File: src/bilinear_wrap_texture_sampler_unit_defines.svh
// Assertion macros used by the sampler controller.
`ifndef BILINEAR_WRAP_TEXTURE_SAMPLER_UNIT_DEFINES_SVH
`define BILINEAR_WRAP_TEXTURE_SAMPLER_UNIT_DEFINES_SVH

`ifndef ASSERT_OFF
// clocked property, switched off while reset is high
`define BTSU_ASSERT(label, clk, rst, prop) \
   label: assert property (@(posedge clk) disable iff (rst) prop) \
      else $error("btsu assertion failed");
// clocked property that must also hold through reset
`define BTSU_ASSERT_ALWAYS(label, clk, prop) \
   label: assert property (@(posedge clk) prop) \
      else $error("btsu assertion failed");
`else
`define BTSU_ASSERT(label, clk, rst, prop)
`define BTSU_ASSERT_ALWAYS(label, clk, prop)
`endif

`endif

File: src/btsu_pkg.sv
`default_nettype none

package btsu_pkg;

   localparam int COORD_W = 24;
   localparam int COLOR_W = 8;
   localparam int SIZE_W  = 9;

   typedef logic [COORD_W-1:0] coord_type;
   typedef logic [COLOR_W-1:0] color_type;
   typedef logic [SIZE_W-1:0]  size_type;
   typedef logic [SIZE_W-1:0]  csr_data_type;
   typedef logic [0:0]         csr_index_type;
   typedef logic [1:0]         corner_type;

   localparam size_type SIZE_RESET = 9'd256;

   localparam logic FUNC_WRITE  = 1'b0;
   localparam logic FUNC_SAMPLE = 1'b1;

   localparam csr_index_type CSR_IMAGE_WIDTH  = 1'b0;
   localparam csr_index_type CSR_IMAGE_HEIGHT = 1'b1;

   localparam corner_type CORNER_UL = 2'd0;
   localparam corner_type CORNER_UR = 2'd1;
   localparam corner_type CORNER_LL = 2'd2;
   localparam corner_type CORNER_LR = 2'd3;

   typedef struct packed {
      logic       clear;
      logic       load;
      logic       mem_rd;
      corner_type corner;
      logic       a_init;
      logic       a_add;
      logic       b_init;
      logic       b_add;
      logic       t_init;
      logic       t_add;
      logic       out_load;
   } cmd_type;

   typedef struct packed {
      logic clear_last;
      logic div_done;
   } status_type;

   // zero reads as one, anything above the maximum saturates
   function automatic size_type clamp_size(input size_type v, input int unsigned maxv);
      size_type r;
      r = v;
      if (v == '0) begin
         r = SIZE_W'(1);
      end else if (32'(v) > maxv) begin
         r = SIZE_W'(maxv);
      end
      return r;
   endfunction

endpackage

`default_nettype wire

File: src/btsu_ctrl.sv
`default_nettype none
`include "bilinear_wrap_texture_sampler_unit_defines.svh"

module btsu_ctrl (
   input  wire logic            clock,
   input  wire logic            reset,
   input  wire logic            req_valid,
   input  wire logic            req_func,
   output logic                 req_ready,
   output logic                 rsp_valid,
   input  wire logic            rsp_ready,
   output btsu_pkg::cmd_type    cmd,
   input  btsu_pkg::status_type status
);
   import btsu_pkg::*;

   localparam logic [3:0] ST_CLEAR = 4'd0;
   localparam logic [3:0] ST_IDLE  = 4'd1;
   localparam logic [3:0] ST_DIV   = 4'd2;
   localparam logic [3:0] ST_RD_UL = 4'd3;
   localparam logic [3:0] ST_RD_LL = 4'd4;
   localparam logic [3:0] ST_RD_UR = 4'd5;
   localparam logic [3:0] ST_RD_LR = 4'd6;
   localparam logic [3:0] ST_H0    = 4'd7;
   localparam logic [3:0] ST_H1    = 4'd8;
   localparam logic [3:0] ST_H2    = 4'd9;
   localparam logic [3:0] ST_OUT   = 4'd10;

   logic [3:0] state_ff, state_in;
   logic       rsp_valid_ff, rsp_valid_in;

   always_comb begin
      state_in  = state_ff;
      req_ready = 1'b0;
      cmd       = '0;
      case (state_ff)
         ST_CLEAR: begin
            cmd.clear = 1'b1;
            if (status.clear_last) state_in = ST_IDLE;
         end
         ST_IDLE: begin
            req_ready = 1'b1;
            if (req_valid) begin
               cmd.load = 1'b1;
               if (req_func == FUNC_SAMPLE) state_in = ST_DIV;
            end
         end
         ST_DIV: begin
            if (status.div_done) state_in = ST_RD_UL;
         end
         ST_RD_UL: begin
            cmd.mem_rd = 1'b1;
            cmd.corner = CORNER_UL;
            state_in   = ST_RD_LL;
         end
         ST_RD_LL: begin
            cmd.mem_rd = 1'b1;
            cmd.corner = CORNER_LL;
            cmd.a_init = 1'b1;
            state_in   = ST_RD_UR;
         end
         ST_RD_UR: begin
            cmd.mem_rd = 1'b1;
            cmd.corner = CORNER_UR;
            cmd.a_add  = 1'b1;
            state_in   = ST_RD_LR;
         end
         ST_RD_LR: begin
            cmd.mem_rd = 1'b1;
            cmd.corner = CORNER_LR;
            cmd.b_init = 1'b1;
            state_in   = ST_H0;
         end
         ST_H0: begin
            cmd.b_add = 1'b1;
            state_in  = ST_H1;
         end
         ST_H1: begin
            cmd.t_init = 1'b1;
            state_in   = ST_H2;
         end
         ST_H2: begin
            cmd.t_add = 1'b1;
            state_in  = ST_OUT;
         end
         ST_OUT: begin
            if (!rsp_valid_ff || rsp_ready) begin
               cmd.out_load = 1'b1;
               state_in     = ST_IDLE;
            end
         end
         default: begin
            state_in = ST_IDLE;
         end
      endcase
   end

   assign rsp_valid_in = cmd.out_load ? 1'b1 : (rsp_ready ? 1'b0 : rsp_valid_ff);

   always_ff @(posedge clock) begin
      if (reset) begin
         state_ff     <= ST_CLEAR;
         rsp_valid_ff <= 1'b0;
      end else begin
         state_ff     <= state_in;
         rsp_valid_ff <= rsp_valid_in;
      end
   end

   assign rsp_valid = rsp_valid_ff;

   `BTSU_ASSERT(a_out_slot_free, clock, reset, cmd.out_load |-> (!rsp_valid_ff || rsp_ready))
   `BTSU_ASSERT(a_div_done_in_div, clock, reset, status.div_done |-> (state_ff == ST_DIV))
   `BTSU_ASSERT(a_clear_to_idle, clock, reset, (state_ff == ST_CLEAR && status.clear_last) |=> (state_ff == ST_IDLE))
   `BTSU_ASSERT(a_sample_starts, clock, reset, (req_valid && req_ready && req_func == FUNC_SAMPLE) |=> (state_ff == ST_DIV))
   `BTSU_ASSERT_ALWAYS(a_no_req_in_clear, clock, cmd.clear |-> !req_ready)

endmodule

`default_nettype wire

File: config.mk
export PLATFORM = sky130hd
export DESIGN_NAME = btsu_ctrl
export DESIGN_NICKNAME = d
export VERILOG_FILES = /design/src/btsu_pkg.sv /design/src/btsu_ctrl.sv
export VERILOG_INCLUDE_DIRS = /design/src /design/src/src
export SDC_FILE = /design/constraint.sdc
export NUM_CORES = 1
export LEC_CHECK = 0
export ABC_AREA = 1
export BUFFER_PORTS_ARGS = -buffer_cell sky130_fd_sc_hd__buf_2
export CORE_AREA = 3 3 40 42
export DETAILED_ROUTE_END_ITERATION = 10
export DIE_AREA = 0 0 43 45
export PLACE_DENSITY = 0.62
export SYNTH_ARGS = -nofsm -noshare
export SYNTH_HDL_FRONTEND = slang
export SYNTH_SLANG_ARGS = --single-unit
File: constraint.sdc
create_clock -name clock -period 1.7 [get_ports clock]
set_clock_uncertainty 0.2 [all_clocks]
set_input_delay 0.17 -clock clock [delete_from_list [all_inputs] [get_ports clock]]
set_output_delay 0.17 -clock clock [all_outputs]
set_load 0.02 [all_outputs]
==> metrics.md, run 1 <==
| Metric | Value |
|---|---|
| Outcome | finished, final reports clean |
| Nature of the critical path startpoint | flop |
| Gr usage total | 12.2% |
| DR iter-0 viols | 9 |
| DRC Markers | 0 |
| Ys async rst share | 0% |
| Post-route cell area | 532 um2 |
| Required @ worst endpoint | 1.33 ns |
| Setup CP Type | flop to primary output |
| R2r setup slk | 0.34 ns |
| Die footprint | 0.00194 mm2 |
| P_leak | 0.292 nW |
| Routing usage on met3 | 5.98% |
| Final setup fails | 0 |
| GR peak layer | met2 |
| Core ar. | 0.00128 mm2 |
| RSZ-0062 raised after global routing | yes |
| Yosys cell types | 16 |
| Min-delay src | rsp_ready |
| H-tree levels | 1 |
| Clk_lat worst skew | 0.24 ns |
| # rows | 13 |
| DP Area | 469 um2 |
| Synthesized Nets | 70 |
| Number of fill cells in the layout | 144 |
| N_diodes | 0 |
| Hold Crit Class | primary input to flop |
| Top-area cell type share of the netlist area | a little over a quarter |
| R2R cell count | 7 |
| Routed Antenna Nets | 0 |
| Root buffer cell | clkbuf_4 |
| Global route overflow | 0 |
| Max Slew Vio Count | 0 |
| Synth top cells by count | nor2_1, inv_1, nand2_1, dfxtp_1 |
| CTS tree | built |
| Synth Register Bits | 5 |
| Fraction of layout cells with a size suffix above 1 | 40.7% |
| Final hold vios | 0 |
| Peak Freq | 0.624 GHz |
| Mapped cell area | 369 um2 |
| Max cap viols | 0 |
| Area added between synthesis and finish | 44.1% |
| Die width | 43 um |
| GPL Wtd Cong | 0.784 |
| Initial Util | between 20 and 30% |
| Worst-path clk slew | about 0.050 ns |
| Multi-input gate area | 230 um2 |
| Post-DP HPWL | 775 um |
| Total Power | 0.756 mW |
| Pin count of the biggest net entering global routing | 9 |
| Final core utilization | 41.4% |
| Critical path's slowest cell | dfxtp_1 |
| Sequential cell area fraction in the yosys report | 27.1% |
| Met1 Resource Use GR | 14.7% |
| CP endpoint kind | primary output |
| Period utilisation layout | between 90% and 100% |
| Clock buffer depth | 2 |
| Worst-margin pin slew | 0.303 ns |
| Met2 Usage GRT | around 18% |
| WL/cell | 9.48 um |
| Reg area | between 100 and 150 um2 |
| Worst R2R End | state_ff[0] |
| VDD IR max | 0.540 mV |
| Worst slack at placement | 0.284 ns |
| Final WS setup | slightly below 0.1 ns |
| PwrDens | between 1000 and 1500 mW/mm2 |
| Ports | 21 |
| CP peak stage delay | 0.43 ns |
| Most instantiated library cell after synthesis | nor2_1 |
| Vias | 449 |
| Cells after Synth | 63 |
| Setup crit start | state_ff[1] |
| Synth area leader | dfxtp_1 |
| DR pass1 iterations | 4 |
| Fin crit period | 1.60 ns |
| Post-synth EDFFs | 0 |
| Setup bufs post-CTS | 0 |
| Ys flop type | dfxtp_1 |
| First-pass GRT wire length | 1.77 mm |
| YS warnings | 0 |
| PortBufs | 20 |
| Cts bufs inserted | 3 |
| R2R Path Start | state_ff[1] |
| # nets final | 94 |
| Die span in y | 45 um |
| Crit path DAT | 1.23 ns |
| Worst setup endpoint | cmd[0] |
| Initial antenna violation count | 0 |
| Clock Sink Count | 5 |
| Area contributors post-synth | dfxtp_1, nor2_1, inv_1 |
| Crit path cell chain | inv_2 > nor4_4 > buf_4 |
| Vias per inst | 4.45 |
| Final WL | roughly 960 um |
| Relative slew slack | 79.7% |
| Crit-path max FO | 5 |
| Number of global-route vias before repair | 422 |
| Post-Syn Area per Cell | roughly 5.9 um2 |
[kinds of logic after synthesis]
group	after synthesis	synth area share, %
AND/OR/NAND/NOR	39	47.1
flip-flops	5	27.1
AO/OA/AOI/OAI	6	9.49
buffers and inverters	13	16.3
[critical path: cells and delay by family, from the launching register on]
family | cells | cell delay, ns
DFF | 1 | 0.43
buffers and inverters | 2 | 0.29
and+or+nand+nor | 1 | 0.28
[sequential cells by signal, indices dropped and copies added (netlist names)]
register   flops
rsp_valid      1
state_ff       4
[metrics by stage]
stage          hold slack (ns)  setup TNS (ns)  instances
6_report                0.0889               0        101
4_1_cts                 0.0666               0        101
3_5_place_dp             0.184               0         96
2_1_floorplan           0.0391               0         63
5_1_grt                  0.121        -0.00675        101
3_3_place_gp             0.183               0         96
[cell usage in the layout, fill, tap and decap left out, types with 3 or more instances in the layout]
master,Yosys,final
nor2_1,21,20
a21oi_1,4,4
buf_2,0,19
nand3_1,4,4
clkbuf_4,0,3
nand2_1,7,5
dfxtp_1,5,3
inv_1,7,7
inv_2,4,4
[routing by layer]
metal / wire (um) / up-vias
met5: 0 / -
met1: 441 / 198
met4: 0 / 0
li1: - / 239
met2: 434 / 12
met3: 81 / 0
[area by class of cell]
class	count	area share, %
Multi-Input combinational cell	45	43.3
Sequential cell	5	19.3
Tap cell	15	3.53
Timing Repair Buffer	21	21.2
Inverter	11	7.76
Clock buffer	4	4.94
[timing repair]
| action | in CTS | in global routing |
|---|---|---|
| resized for setup | 0 | 8 |
| hold buffers | 1 | 0 |
| endpoints found under the setup margin | 0 | 11 |
| hold endpoints to repair | 3 | 0 |
[where the power goes]
group	switching [mW]	internal [mW]
logic	0.275	0.136
registers	0.0555	0.149
clock network	0.0513	0.0889
total	0.382	0.374
[worst min-delay path by stage]
stage | endpoint | cells after the start
6_report | state_ff[3] | 4
5_1_grt | state_ff[3] | 4
4_1_cts | state_ff[3] | 4
3_5_place_dp | state_ff[3] | 2
3_3_place_gp | rsp_valid | 2
2_1_floorplan | state_ff[3] | 1
Note: power is estimated with default switching activity, not from simulation.
==> inputs of run 2 (changes only) <==
clock period = 1.8 ns   (was 1.7 ns; I/O delays follow)
==> metrics.md, run 2 (synthesis results as in run 1) <==
| Metric | Value |
|---|---|
| GPL Wtd Cong | 0.784 |
| Relative slew slack | between 80% and 90% |
| H-tree levels | 1 |
| Vias | 454 |
| Die width | 43 um |
| Crit path cell chain | inv_2 > nor2_2 > inv_2 > nor4_2 > buf_2 |
| Nature of the critical path startpoint | flop |
| Initial Util | 28.7% |
| Post-DP HPWL | 775 um |
| Peak Freq | around 0.59 GHz |
| R2R cell count | 7 |
| Area added between synthesis and finish | 38.0% |
| First-pass GRT wire length | about 1.8 mm |
| Number of flip-flops in the largest register | 4 |
| DR iter-0 viols | 5 |
| Number of fill cells in the layout | roughly 150 |
| Worst R2R End | state_ff[0] |
| Cts bufs inserted | 3 |
| Required @ worst endpoint | 1.42 ns |
| Initial antenna violation count | 0 |
| Setup CP Type | flop to primary output |
| # rows | 13 |
| N_diodes | 0 |
| Vias per inst | between 4 and 5 |
| # nets final | 94 |
| VDD IR max | just over 0.5 mV |
| DRC Markers | 0 |
| Pin count of the biggest net entering global routing | 9 |
| Outcome | finished, final reports clean |
| Max Slew Vio Count | 0 |
| Crit-path max FO | 4 |
| Setup bufs post-CTS | 0 |
| Core ar. | 0.00128 mm2 |
| Fin crit period | approximately 1.7 ns |
| Routed Antenna Nets | 0 |
| Period utilisation layout | 94.1% |
| Final hold vios | 0 |
| Max cap viols | 0 |
| CP endpoint kind | primary output |
| Global route overflow | 0 |
| Clock Sink Count | 5 |
| Critical path's slowest cell | dfxtp_1 |
| Post-route cell area | 509 um2 |
| Clk_lat worst skew | 0.25 ns |
| CP top delay family | flip-flops |
| R2r setup slk | 0.44 ns |
| Total Power | approximately 0.70 mW |
| Crit-path most repeated cell | inv_2 |
| Fraction of layout cells with a size suffix above 1 | around 37% |
| P_leak | 0.290 nW |
| Hold Crit Class | primary input to flop |
| R2R Path Start | state_ff[2] |
| Final setup fails | 0 |
| CP peak stage delay | 0.36 ns |
| PortBufs | 20 |
| Most frequent cells in the layout | nor2_1, buf_2, inv_1 |
| Final WL | 1.02 mm |
| Hold path depth | 4 |
| DP Area | 469 um2 |
| WP buf/inv | 3 |
| Gr usage total | between 10% and 20% |
| Clock buffer depth | 2 |
| WL/cell | around 10 um |
| Crit path DAT | 1.31 ns |
| Min-delay src | rsp_ready |
| Root buffer cell | clkbuf_4 |
| Register name with the most flops | state_ff |
| CTS tree | built |
| Ports | 21 |
| Most common cell after layout, fill and taps aside | nor2_1 |
| Die span in y | between 40 and 50 um |
| Worst-path clk slew | 0.05 ns |
| Worst-margin pin slew | 0.261 ns |
| PwrDens | 1370 mW/mm2 |
| Hold Path Sink | state_ff[3] |
| DR pass1 iterations | 2 |
| Number of global-route vias before repair | 422 |
| Die footprint | between 0.0015 and 0.002 mm2 |
-- run 2: per-layer routing --
layer / wire, um / vias to the layer above / global-route usage (%)
met5: 0 / - / 0
met1: 473 / 199 / 14.7
li1: - / 241 / -
met3: 85 / 2 / 5.98
met2: 441 / 12 / 18.3
met4: 14 / 0 / 5.42
-- run 2: power breakdown --
part | total, mW | switching (mW) | internal, mW
clock | 0.136 | 0.0514 | 0.0841
combinational | 0.381 | 0.258 | 0.124
sequential | 0.183 | 0.0434 | 0.140
-- run 2: area by class of cell --
type	instances	area, um2	area share (%)
Clock buffer	4	26.3	5.16
Inverter	11	41.3	8.11
Multi-Input combinational cell	45	211	41.5
Sequential cell	5	101	19.9
Tap cell	15	18.8	3.69
Timing Repair Buffer	21	110	21.6
-- run 2: what timing repair did --
item	4_1_cts	5_1_grt
resized for setup	0	2
hold buffers	1	0
setup endpoints to repair	0	6
hold endpoints to repair	3	0
-- run 2: worst reg2reg max path, stage by stage, from the launching register on --
cell and delay (ns):
dfxtp_1 0.43, nor2_2 0.11, nand3b_1 0.11, nand2_1 0.06
nor2_1 0.18, nand2_1 0.07, nand2_1 0.06, nor2_1 0.03
-- run 2: how the worst max path moves through the flow --
stage / from / to / depth (start not counted)
3_3_place_gp: state_ff[0] / cmd[9] / 4
5_1_grt: state_ff[3] / cmd[0] / 5
3_5_place_dp: state_ff[0] / cmd[9] / 4
4_1_cts: state_ff[0] / cmd[9] / 4
6_report: state_ff[3] / cmd[0] / 5
2_1_floorplan: state_ff[2] / cmd[7] / 2
-- run 2: per-stage QoR --
step	setup TNS (ns)	std cells	utilization (%)	worst slack [ns]	hold slack (ns)
after global placement	0	96	36.5	0.385	0.193
after CTS	0	101	39.3	0.108	0.0766
final	0	101	39.6	0.106	0.0708
after detailed placement	0	96	36.5	0.374	0.194
after global routing	-0.00241	101	39.6	-0.00241	0.113
after floorplan	0	63	-	0.367	0.0491
